`config.mk`:
```
export PLATFORM = sky130hd
export DESIGN_NAME = ordered_list_push_front_remove_core
export DESIGN_NICKNAME = d
export VERILOG_FILES = /design/src/rtl/olpf_pkg.sv /design/src/rtl/olpf_mem.sv /design/src/rtl/olpf_ctrl.sv /design/src/rtl/ordered_list_push_front_remove_core.sv
export SDC_FILE = /design/constraint.sdc
export NUM_CORES = 1
export LEC_CHECK = 0
export ABC_AREA = 0
export BUFFER_PORTS_ARGS = -buffer_cell sky130_fd_sc_hd__buf_2
export CAP_MARGIN = 5
export CORE_UTILIZATION = 63
export CTS_BUF_LIST = sky130_fd_sc_hd__clkbuf_16
export DETAILED_ROUTE_END_ITERATION = 12
export PLACE_DENSITY_LB_ADDON = 0.1
export SKIP_CTS_REPAIR_TIMING = 1
export SYNTH_ARGS = -nofsm -noshare
export SYNTH_HDL_FRONTEND = slang
export SYNTH_SLANG_ARGS = --single-unit
export TNS_END_PERCENT = 100
```
`constraint.sdc`:
```
create_clock -name clk -period 6.87 [get_ports clk]
set_input_delay 1.0305 -clock clk [delete_from_list [all_inputs] [get_ports clk]]
set_output_delay 1.0305 -clock clk [all_outputs]
set_load 0.05 [all_outputs]
```
`src/rtl/olpf_pkg.sv`:
```
package olpf_pkg;

    // Default sizing of the list
    localparam int DEPTH_DEF      = 16;
    localparam int VALUE_BITS_DEF = 16;

    // Fixed field widths on the stream ports
    localparam int VALUE_W  = 16;
    localparam int POS_W    = 4;
    localparam int COUNT_W  = 5;
    localparam int ACTION_W = 2;
    localparam int STATUS_W = 3;
    localparam int S_TDATA_W = 24;
    localparam int M_TDATA_W = 24;

    typedef enum logic [ACTION_W-1:0] {
        ACT_INSERT = 2'd0,
        ACT_REMOVE = 2'd1,
        ACT_READ   = 2'd2,
        ACT_CLEAR  = 2'd3
    } action_t;

    typedef enum logic [STATUS_W-1:0] {
        STAT_INSERTED   = 3'd0,
        STAT_FULL       = 3'd1,
        STAT_REMOVED    = 3'd2,
        STAT_NOT_FOUND  = 3'd3,
        STAT_EMPTY      = 3'd4,
        STAT_READ_OK    = 3'd5,
        STAT_READ_RANGE = 3'd6,
        STAT_CLEARED    = 3'd7
    } status_t;

    // Result status and fill level handed from the sequencer to the output stage
    typedef struct packed {
        status_t              status;
        logic [COUNT_W-1:0]   count;
    } res_ctl_t;

endpackage

```
`src/rtl/olpf_mem.sv`:
```
module olpf_mem #(
    parameter int DEPTH      = olpf_pkg::DEPTH_DEF,
    parameter int VALUE_BITS = olpf_pkg::VALUE_BITS_DEF,
    parameter int AW         = $clog2(DEPTH)
) (
    input  logic                  clk,
    input  logic                  we,
    input  logic [AW-1:0]         waddr,
    input  logic [VALUE_BITS-1:0] wdata,
    input  logic [AW-1:0]         raddr,
    output logic [VALUE_BITS-1:0] rdata
);

    logic [VALUE_BITS-1:0] mem [DEPTH];
    logic [VALUE_BITS-1:0] rdata_reg;

    // Write one entry, read one entry with registered data
    always_ff @(posedge clk)
    begin
        if (we)
        begin
            mem[waddr] <= wdata;
        end
        rdata_reg <= mem[raddr];
    end

    assign rdata = rdata_reg;

endmodule

```
`src/rtl/olpf_ctrl.sv`:
```
module olpf_ctrl #(
    parameter int DEPTH      = olpf_pkg::DEPTH_DEF,
    parameter int VALUE_BITS = olpf_pkg::VALUE_BITS_DEF,
    parameter int AW         = $clog2(DEPTH)
) (
    input  logic                            clk,
    input  logic                            rst_n,
    // incoming transaction
    input  logic                            in_valid,
    output logic                            in_ready,
    input  olpf_pkg::action_t               in_action,
    input  logic [VALUE_BITS-1:0]           in_key,
    input  logic [olpf_pkg::POS_W-1:0]      in_pos,
    // result toward the output stage
    output logic                            res_valid,
    input  logic                            res_ready,
    output olpf_pkg::res_ctl_t              res_ctl,
    output logic [VALUE_BITS-1:0]           res_value,
    // memory port
    output logic                            mem_we,
    output logic [AW-1:0]                   mem_waddr,
    output logic [VALUE_BITS-1:0]           mem_wdata,
    output logic [AW-1:0]                   mem_raddr,
    input  logic [VALUE_BITS-1:0]           mem_rdata
);

    import olpf_pkg::*;

    localparam int CW = $clog2(DEPTH + 1);
    localparam int SW = AW + 1;

    typedef enum logic [2:0] {
        S_IDLE,
        S_READ,
        S_SCAN,
        S_SHIFT,
        S_DONE
    } state_t;

    state_t                 state_reg,  state_next;
    logic [AW-1:0]          head_reg,   head_next;
    logic [CW-1:0]          count_reg,  count_next;
    logic [CW-1:0]          idx_reg,    idx_next;
    logic [VALUE_BITS-1:0]  key_reg,    key_next;
    status_t                status_reg, status_next;
    logic [VALUE_BITS-1:0]  value_reg,  value_next;

    logic [AW-1:0]          head_dec;
    logic [CW-1:0]          idx_p1;
    logic [CW-1:0]          idx_p2;
    logic [CW-1:0]          count_m1;

    // Map a list position onto the circular buffer
    function automatic logic [AW-1:0] phys(input logic [AW-1:0] base,
                                           input logic [CW-1:0] off);
        logic [SW-1:0] sum;
        sum = {1'b0, base} + SW'(off);
        if (sum >= SW'(DEPTH))
        begin
            sum = sum - SW'(DEPTH);
        end
        return sum[AW-1:0];
    endfunction

    assign head_dec = (head_reg == '0) ? AW'(DEPTH - 1) : head_reg - AW'(1);
    assign idx_p1   = idx_reg + CW'(1);
    assign idx_p2   = idx_reg + CW'(2);
    assign count_m1 = count_reg - CW'(1);

    assign in_ready          = (state_reg == S_IDLE);
    assign res_valid         = (state_reg == S_DONE);
    assign res_ctl.status    = status_reg;
    assign res_ctl.count     = COUNT_W'(count_reg);
    assign res_value         = value_reg;

    // Sequence one transaction through the shared compare and address unit
    always_comb
    begin
        state_next  = state_reg;
        head_next   = head_reg;
        count_next  = count_reg;
        idx_next    = idx_reg;
        key_next    = key_reg;
        status_next = status_reg;
        value_next  = value_reg;
        mem_we      = 1'b0;
        mem_waddr   = phys(head_reg, idx_reg);
        mem_wdata   = mem_rdata;
        mem_raddr   = phys(head_reg, idx_p1);

        case (state_reg)
            S_IDLE:
            begin
                if (in_valid)
                begin
                    key_next   = in_key;
                    idx_next   = '0;
                    value_next = '0;
                    case (in_action)
                        ACT_INSERT:
                        begin
                            if (count_reg == CW'(DEPTH))
                            begin
                                status_next = STAT_FULL;
                            end
                            else
                            begin
                                mem_we      = 1'b1;
                                mem_waddr   = head_dec;
                                mem_wdata   = in_key;
                                head_next   = head_dec;
                                count_next  = count_reg + CW'(1);
                                status_next = STAT_INSERTED;
                            end
                            state_next = S_DONE;
                        end
                        ACT_REMOVE:
                        begin
                            if (count_reg == '0)
                            begin
                                status_next = STAT_EMPTY;
                                state_next  = S_DONE;
                            end
                            else
                            begin
                                mem_raddr  = head_reg;
                                state_next = S_SCAN;
                            end
                        end
                        ACT_READ:
                        begin
                            if (32'(in_pos) < 32'(count_reg))
                            begin
                                mem_raddr  = phys(head_reg, CW'(in_pos));
                                state_next = S_READ;
                            end
                            else
                            begin
                                status_next = STAT_READ_RANGE;
                                state_next  = S_DONE;
                            end
                        end
                        default:
                        begin
                            count_next  = '0;
                            status_next = STAT_CLEARED;
                            state_next  = S_DONE;
                        end
                    endcase
                end
            end
            S_READ:
            begin
                value_next  = mem_rdata;
                status_next = STAT_READ_OK;
                state_next  = S_DONE;
            end
            S_SCAN:
            begin
                // compare one entry a cycle while the next one is fetched
                if (mem_rdata == key_reg)
                begin
                    if (idx_reg == count_m1)
                    begin
                        count_next  = count_m1;
                        status_next = STAT_REMOVED;
                        state_next  = S_DONE;
                    end
                    else
                    begin
                        state_next = S_SHIFT;
                    end
                end
                else if (idx_reg == count_m1)
                begin
                    status_next = STAT_NOT_FOUND;
                    state_next  = S_DONE;
                end
                else
                begin
                    idx_next = idx_p1;
                end
            end
            S_SHIFT:
            begin
                // move the following entry one place toward the front
                mem_we    = 1'b1;
                mem_raddr = phys(head_reg, idx_p2);
                if (idx_p2 == count_reg)
                begin
                    count_next  = count_m1;
                    status_next = STAT_REMOVED;
                    state_next  = S_DONE;
                end
                else
                begin
                    idx_next = idx_p1;
                end
            end
            S_DONE:
            begin
                if (res_ready)
                begin
                    state_next = S_IDLE;
                end
            end
            default:
            begin
                state_next = S_IDLE;
            end
        endcase
    end

    // Hold state, list bookkeeping and the pending result
    always_ff @(posedge clk or negedge rst_n)
    begin
        if (!rst_n)
        begin
            state_reg  <= S_IDLE;
            head_reg   <= '0;
            count_reg  <= '0;
            idx_reg    <= '0;
            status_reg <= STAT_INSERTED;
        end
        else
        begin
            state_reg  <= state_next;
            head_reg   <= head_next;
            count_reg  <= count_next;
            idx_reg    <= idx_next;
            status_reg <= status_next;
        end
    end

    always_ff @(posedge clk)
    begin
        key_reg   <= key_next;
        value_reg <= value_next;
    end

endmodule

```
`src/rtl/ordered_list_push_front_remove_core.sv`:
```
// Ordered list of up to DEPTH values, newest at the front.
// Input stream s_axis: tuser carries the action (insert at front, remove first
// match, read position, clear); tdata carries the value or key and the position.
// Output stream m_axis: one result transaction per input transaction, with the
// status in tuser and the read value and the resulting fill count in tdata.
// The list sits in a circular buffer memory with one registered read port and
// one write port; a small sequencer and a single comparator do all the work.
// One transaction is taken at a time; s_axis_tready is low while it runs.
// Insert, clear and the rejected cases go straight to the result; a read first
// waits for the registered memory data; a remove scans the entries up to the
// match and then closes the gap over the rest, one entry per cycle.
// The result sits in an output register; a stalled receiver holds it there,
// and the block finishes the next transaction and waits with it until the
// register drains. Reset empties the list at once; memory contents are never
// cleared, since only entries below the count are ever read.
module ordered_list_push_front_remove_core #(
    parameter int DEPTH      = olpf_pkg::DEPTH_DEF,
    parameter int VALUE_BITS = olpf_pkg::VALUE_BITS_DEF
) (
    input  logic                             clk,
    input  logic                             rst_n,
    input  logic                             s_axis_tvalid,
    output logic                             s_axis_tready,
    input  logic [olpf_pkg::S_TDATA_W-1:0]   s_axis_tdata,  // value[15:0], position[19:16]
    input  logic [olpf_pkg::ACTION_W-1:0]    s_axis_tuser,  // action[1:0]
    output logic                             m_axis_tvalid,
    input  logic                             m_axis_tready,
    output logic [olpf_pkg::M_TDATA_W-1:0]   m_axis_tdata,  // value_out[15:0], count[20:16]
    output logic [olpf_pkg::STATUS_W-1:0]    m_axis_tuser   // status[2:0]
);

    import olpf_pkg::*;

    localparam int AW    = $clog2(DEPTH);
    localparam int PAD_W = VALUE_BITS + VALUE_W;

    logic [PAD_W-1:0]       key_wide;
    logic [VALUE_BITS-1:0]  key;
    logic                   res_valid;
    logic                   res_ready;
    res_ctl_t               res_ctl;
    logic [VALUE_BITS-1:0]  res_value;
    logic [PAD_W-1:0]       val_wide;

    logic                   mem_we;
    logic [AW-1:0]          mem_waddr;
    logic [VALUE_BITS-1:0]  mem_wdata;
    logic [AW-1:0]          mem_raddr;
    logic [VALUE_BITS-1:0]  mem_rdata;

    logic                   m_valid_reg;
    logic [M_TDATA_W-1:0]   m_tdata_reg;
    logic [STATUS_W-1:0]    m_tuser_reg;

    // Keep only the low VALUE_BITS of the incoming value
    assign key_wide = {{VALUE_BITS{1'b0}}, s_axis_tdata[VALUE_W-1:0]};
    assign key      = key_wide[VALUE_BITS-1:0];

    olpf_ctrl #(
        .DEPTH      (DEPTH),
        .VALUE_BITS (VALUE_BITS),
        .AW         (AW)
    ) u_ctrl (
        .clk       (clk),
        .rst_n     (rst_n),
        .in_valid  (s_axis_tvalid),
        .in_ready  (s_axis_tready),
        .in_action (action_t'(s_axis_tuser)),
        .in_key    (key),
        .in_pos    (s_axis_tdata[VALUE_W +: POS_W]),
        .res_valid (res_valid),
        .res_ready (res_ready),
        .res_ctl   (res_ctl),
        .res_value (res_value),
        .mem_we    (mem_we),
        .mem_waddr (mem_waddr),
        .mem_wdata (mem_wdata),
        .mem_raddr (mem_raddr),
        .mem_rdata (mem_rdata)
    );

    olpf_mem #(
        .DEPTH      (DEPTH),
        .VALUE_BITS (VALUE_BITS),
        .AW         (AW)
    ) u_mem (
        .clk   (clk),
        .we    (mem_we),
        .waddr (mem_waddr),
        .wdata (mem_wdata),
        .raddr (mem_raddr),
        .rdata (mem_rdata)
    );

    // Fit the stored value to the output field
    assign val_wide  = {{VALUE_W{1'b0}}, res_value};
    assign res_ready = !m_valid_reg || m_axis_tready;

    // Output register: load a finished result, drop it once taken
    always_ff @(posedge clk or negedge rst_n)
    begin
        if (!rst_n)
        begin
            m_valid_reg <= 1'b0;
        end
        else if (res_ready)
        begin
            m_valid_reg <= res_valid;
        end
    end

    always_ff @(posedge clk)
    begin
        if (res_valid && res_ready)
        begin
            m_tdata_reg <= {{(M_TDATA_W - VALUE_W - COUNT_W){1'b0}},
                            res_ctl.count, val_wide[VALUE_W-1:0]};
            m_tuser_reg <= res_ctl.status;
        end
    end

    assign m_axis_tvalid = m_valid_reg;
    assign m_axis_tdata  = m_tdata_reg;
    assign m_axis_tuser  = m_tuser_reg;

endmodule
```
**Word level (Yosys, flattened, before mapping)**

Memories as Yosys holds them, arrays and structs flattened. A register that Yosys moved wholly into a read port is not among the register bits.
Index checks and enable logic that the tools add are counted.

- Bits in writable memories: 256
- Memories: 1
- Output and inout bits: 29
- Register bits after elaboration: 77

- Equality and inequality tests: 23
- Add/sub/neg operators: 13
- Reductions and logical operators: 18
- Bitwise gates (word level): 1
- Order comparisons: 5
- Multiplexer cells: 58

Memory list:

| memory | depth | width | rd ports | clocked after memory_dff | write ports | RTL line | text |
|---|---|---|---|---|---|---|---|
| u_mem.mem | 16 | 16 | 1 | 1 | 1 | olpf_mem.sv:14 | `logic [VALUE_BITS-1:0] mem [DEPTH];` |

Operators by type and width:

| cell | count |
|---|---|
| $mux W16 | 5 |
| $mux W4 | 12 |
| $mux W3 | 15 |
| $mux W5 | 9 |
| $pmux W16 S2 | 1 |
| $pmux W5 S3 | 2 |
| $ge A5 B5 Y1 const B | 4 |
| $sub A4 B1 Y4 const B | 5 |
| $eq A16 B16 Y1 | 1 |
| $pmux W4 S2 | 2 |
| $add A4 B5 Y5 | 3 |
| $pmux W3 S5 | 1 |
| $pmux W3 S4 | 1 |
| $add A5 B1 Y5 const B | 2 |
| $eq A5 B5 Y1 | 2 |
| $ne A2 B2 Y1 const B | 5 |
| $pmux W5 S2 | 1 |
| $pmux W3 S3 | 1 |
| $ne A2 B1 Y1 const B | 4 |
| $reduce_and A4 Y1 | 2 |
| $reduce_and A7 Y1 | 1 |
| $eq A3 B2 Y1 const B | 2 |
| $mux W1 | 6 |
| $ne A3 B3 Y1 const B | 2 |
| other kinds (28) | 29 |

**Logic depth before layout (Yosys ltp)**

- Depth in word-level cells: 8
- Depth in mapped cells: 14
- Mapped depth without buffers: 13

**Cells and area by module**

A second synthesis with hierarchy kept.

- Cell total of the unflattened synthesis: 826
- Area total of the unflattened synthesis: 14595.2 sq um

Modules (own cells, without submodules):

| module | seq. area each (sq um) | area each (sq um) | cells each | times used |
|---|---|---|---|---|
| olpf_mem | 8007.7 | 10042.1 | 432 | 1 |
| olpf_ctrl | 1461.4 | 3752.3 | 362 | 1 |
| ordered_list_push_front_remove_core | 745.7 | 800.8 | 32 | 1 |

**Worst setup path before layout**

No wires, ideal clock.

- Path type: input port to flip-flop
- From: input port s_axis_tvalid
- To: memory u_mem.mem[14][0] in the netlist's numbering, enable pin
- Data arrival time: 3.479 ns
- Stages: 7
- Buffers on the path: 0
- Setup slack: 3.002 ns
- Cells stage by stage: inv_1 > nor2_1 > nand3_1 > a211oi_1 > a21o_1 > nand2_1 > nor2_1

- Longest elaborated chain between the ends: 4
- Elaborated cells between the ends (all ways): 6

Ends and longest elaborated chain:

| element | RTL line | text |
|---|---|---|
| start, declared | ordered_list_push_front_remove_core.sv:22 | `input logic s_axis_tvalid,` |
| $mux W1 | olpf_ctrl.sv:94 | `if (in_valid)` |
| $pmux W1 S2 | olpf_ctrl.sv:91 | `case (state_reg)` |
| $mux W1 | olpf_mem.sv:20 | `if (we)` |
| $mux W1 (implied by the code) | olpf_mem.sv:22 | `mem[waddr] <= wdata;` |
| end, declared | olpf_mem.sv:14 |  |

Parallel ways exist; a longest one is shown, timed or not.

**Worst setup path after layout**

- From: register u_ctrl.state_reg[2]
- To: memory u_mem.mem[11][7] in the netlist's numbering, enable pin

- Longest elaborated chain between the ends: 4
- Elaborated cells between the ends (all ways): 6

Ends and longest elaborated chain:

| element | RTL line | text |
|---|---|---|
| start, declared | olpf_ctrl.sv:40 | `state_t state_reg, state_next;` |
| start signal, assigned | olpf_ctrl.sv:227 | `state_reg <= state_next;` |
| $eq A3 B2 Y1 / $logic_not A3 Y1 (equally long branches) | olpf_ctrl.sv:91 |  |
| $pmux W1 S2 | olpf_ctrl.sv:91 |  |
| $mux W1 | olpf_mem.sv:20 |  |
| $mux W1 (implied by the code) | olpf_mem.sv:22 |  |

Parallel ways exist; a longest one is shown, timed or not.

==> results.md <==
- Status: finished clean
- I/O Buffers: 51
- Layout area overhead: 10.27%
- Via count: 9,573
- Crit end category: register
- Crit path launch type: register
- Post-Route WL: between 30,000 and 40,000 µm
- Critical path class: register to register
- Setup-failing EPs final: 0
- Critical path cell sequence: or3_1 -> nor2_2 -> nand3_1 -> buf_4 -> nand2_1 -> o21a_1 -> nand2_1 -> nor2_2
- DR top layer: met4
- Fraction of registers with async set/reset: 0.06017
- Largest net degree at the start of global routing: 129
- GRT Residual Overflow: 0
- Number of H-tree levels: 2
- Largest Register: u_mem.mem
- Final Hold Viols: 0
- Clock insertion delay at the later pin of the skew report: ~0.53 ns
- Worst path slowest cell: nor2_2
- DR iter-0 viols: 957
- Count of cell types in the netlist: 70
- Count of state elements after synthesis: 349
- FMAX: 0.2429 GHz
- Avg Cell Area, Syn: 12.73 µm²
- Global router's overall resource usage: 0.2664
- Post-synth EDFFs: 312
- Met3 wire len: 1998 µm
- Die area: around 0.024 mm²
- CTS tree: yes
- Ys Warns: 0
- Critical Path Max Stage Delay: around 0.94 ns
- Layout cells sized above 1: 0.1238
- Post-synthesis sequential area ratio: 0.6793
- First-pass GRT wire length: ~49,000 µm
- Worst Hold End: m_axis_tdata[10]
- Worst path bufs/invs: 1
- Worst-Margin Slew: 1.186 ns
- Worst-path maximum fanout: 30
- Reg-to-Reg Start: u_ctrl.state_reg[2]
- RSZ-0062 raised after global routing: no
- Post-route minimum period: 4.116 ns
- Slew margin rel.: 0.2088
- Pre-antenna DRT Iters: 7
- RR Endpoint: u_mem.mem[11][7]
- Routed Antenna Nets: 0
- Clock Tree Buf Depth: 3
- Clock sinks: 349
- Vias per cell: 6.094
- Top delay family on crit path: simple AND/OR/NAND/NOR gates
- CTS Root Cell: clkbuf_16
- Initial antenna violation count: 0
- Hold Crit Depth: 0
- Gate Count Post-Synth: 1,181
- Predominant post-synthesis flop cell: edfxtp_1
- Remaining DRCs: 0
- Starting Density: 0.6406
- Critical path data arrival time: between 4 and 5 ns
- Number of global-route vias before repair: 8,860
- Layout Nets: 1,284
- Final Max Tran Viols: 0
- Clk slew on worst S/H paths: roughly 0.06 ns
- HPWL reported at the end of detailed placement: between 15,000 and 20,000 µm
- Core Region: 0.02347 mm²
- Worst reg2reg setup slack: 2.75 ns
- Die X: 156.5 µm
- Worst Hold Class: register to register
- HP Start: u_ctrl.res_value[10]
- TritonCTS Buffers: 36
- Boundary Pins: 59
- Max Clock Skew: 0.01984 ns
- Die height: 156.5 µm
- WL/cell: 20.36 µm
- Ant diodes: 0
- Max reg flops: 256
- Metal2 WL: 15,450 µm
- Final RePlAce weighted congestion: roughly 0.84
- Req. time, crit path: 6.99 ns
- Reg2reg path depth: 8
- Number of core rows: between 50 and 60
- Period utilisation layout: 0.5991
- Post-Route Setup TNS: 0 ns
- Maxcap violations: 0
- Synthesized area: about 0.015 mm²
- Met1 WL: 13,670 µm
## worst reg2reg max path, stage by stage, from the launching register on
cell	delay, ns
dfrtp_1	0.49
or3_1	0.59
nor2_2	0.85
nand3_1	0.16
buf_4	0.30
nand2_1	0.13
o21a_1	0.14
nand2_1	0.12
nor2_2	0.94
## cell families (layout without fill, tap and decap cells)
| logic type | count (synthesis) | after routing | synth area share |
|---|---|---|---|
| XOR/XNOR | 36 | 36 | 0.02147 |
| AO/OA/AOI/OAI | 265 | 265 | 0.1216 |
| buffers and inverters | 93 | 162 | 0.03470 |
| AND/OR/NAND/NOR | 403 | 403 | 0.1129 |
| multiplexers | 4 | 4 | 0.002829 |
| adder cells (fa/ha/maj) | 30 | 30 | 0.02696 |
| other | 1 | 3 | 0.0002494 |
| flip-flops | 349 | 349 | 0.6793 |
## worst max path at each step
stage,to,start,depth (start not counted)
2_1_floorplan,u_mem.mem[14][0],s_axis_tvalid,7
3_3_place_gp,u_mem.rdata[2],s_axis_tuser[0],11
3_5_place_dp,u_mem.rdata[4],s_axis_tdata[18],11
4_1_cts,u_mem.mem[10][7],u_ctrl.state_reg[2],8
5_1_grt,u_mem.mem[11][7],u_ctrl.state_reg[0],7
6_report,u_mem.mem[11][7],u_ctrl.state_reg[2],8
## cells in the mapped netlist (3+ instances only)
cell      number  share of area
a32oi_1       49          0.029
buf_2         22         0.0073
nand3_1       22         0.0073
a21o_1         7         0.0035
o21ai_0       22         0.0073
or3_1          3         0.0012
a21oi_1      106          0.035
a31oi_1        8         0.0033
nand2b_1       6         0.0025
o31ai_1        5         0.0025
dfxtp_1       16          0.021
o21a_1         3         0.0015
nand2_1      281          0.070
nor2_1        41          0.010
buf_4         13         0.0065
dfrtp_1       21          0.035
nand3b_1       3         0.0015
ha_1          26          0.022
xnor2_1       28          0.016
fa_1           4         0.0053
a22oi_1       25          0.012
buf_6         10         0.0075
nor3_1         6         0.0020
xor2_1         7         0.0041
nand4_1        6         0.0025
and3_1         4         0.0017
edfxtp_1     312           0.62
a211oi_1       3         0.0015
and2_1        19         0.0079
o22ai_1        6         0.0025
buf_1          3        0.00075
clkbuf_1      19         0.0047
inv_1         23         0.0057
a22oi_2        9         0.0075
## cells in the final DEF, fill, tap and decap left out, types with 12 or more instances in the layout
cell type	count
edfxtp_1	312
nand2_1	281
a21oi_1	106
buf_2	51
a32oi_1	49
clkbuf_16	36
nor2_1	34
inv_1	29
xnor2_1	28
ha_1	26
a22oi_1	25
o21ai_0	22
nand3_1	22
dfrtp_1	21
and2_1	19
buf_4	18
dfxtp_1	16
clkinv_1	12
## per-layer routing
metal,vias up,global-route usage
li1,4421,-
met1,4700,0.3665
met2,385,0.4379
met3,67,0.03849
met4,0,0.09150
met5,-,0
## cell type report
class / instances / area, µm²
Fill cell: 1585 / 6892
Tap cell: 319 / 399.1
Sequential cell: 349 / 10210
Multi-Input combinational cell: 741 / 4353
Inverter: 25 / 98.84
Timing Repair Buffer: 71 / 430.4
Clock buffer: 36 / 900.9
Clock inverter: 30 / 183.9
## through the flow
stage / util / std cells / worst slack [ns] / cell area (µm²) / hold slack (ns)
floorplan: - / 1183 / 3.002 / 15040 / 0.4003
global placement: 0.6602 / 1505 / 2.515 / 15500 / 0.4009
detailed placement: 0.6602 / 1505 / 2.484 / 15500 / 0.4052
CTS: 0.7064 / 1571 / 2.764 / 16580 / 0.4191
global route: 0.7064 / 1571 / 2.504 / 16580 / 0.4237
finish: 0.7064 / 1571 / 2.754 / 16580 / 0.4164
Power is not shown: default switching activity piles up to over one toggle a cycle in this logic, so the estimate is an artifact.
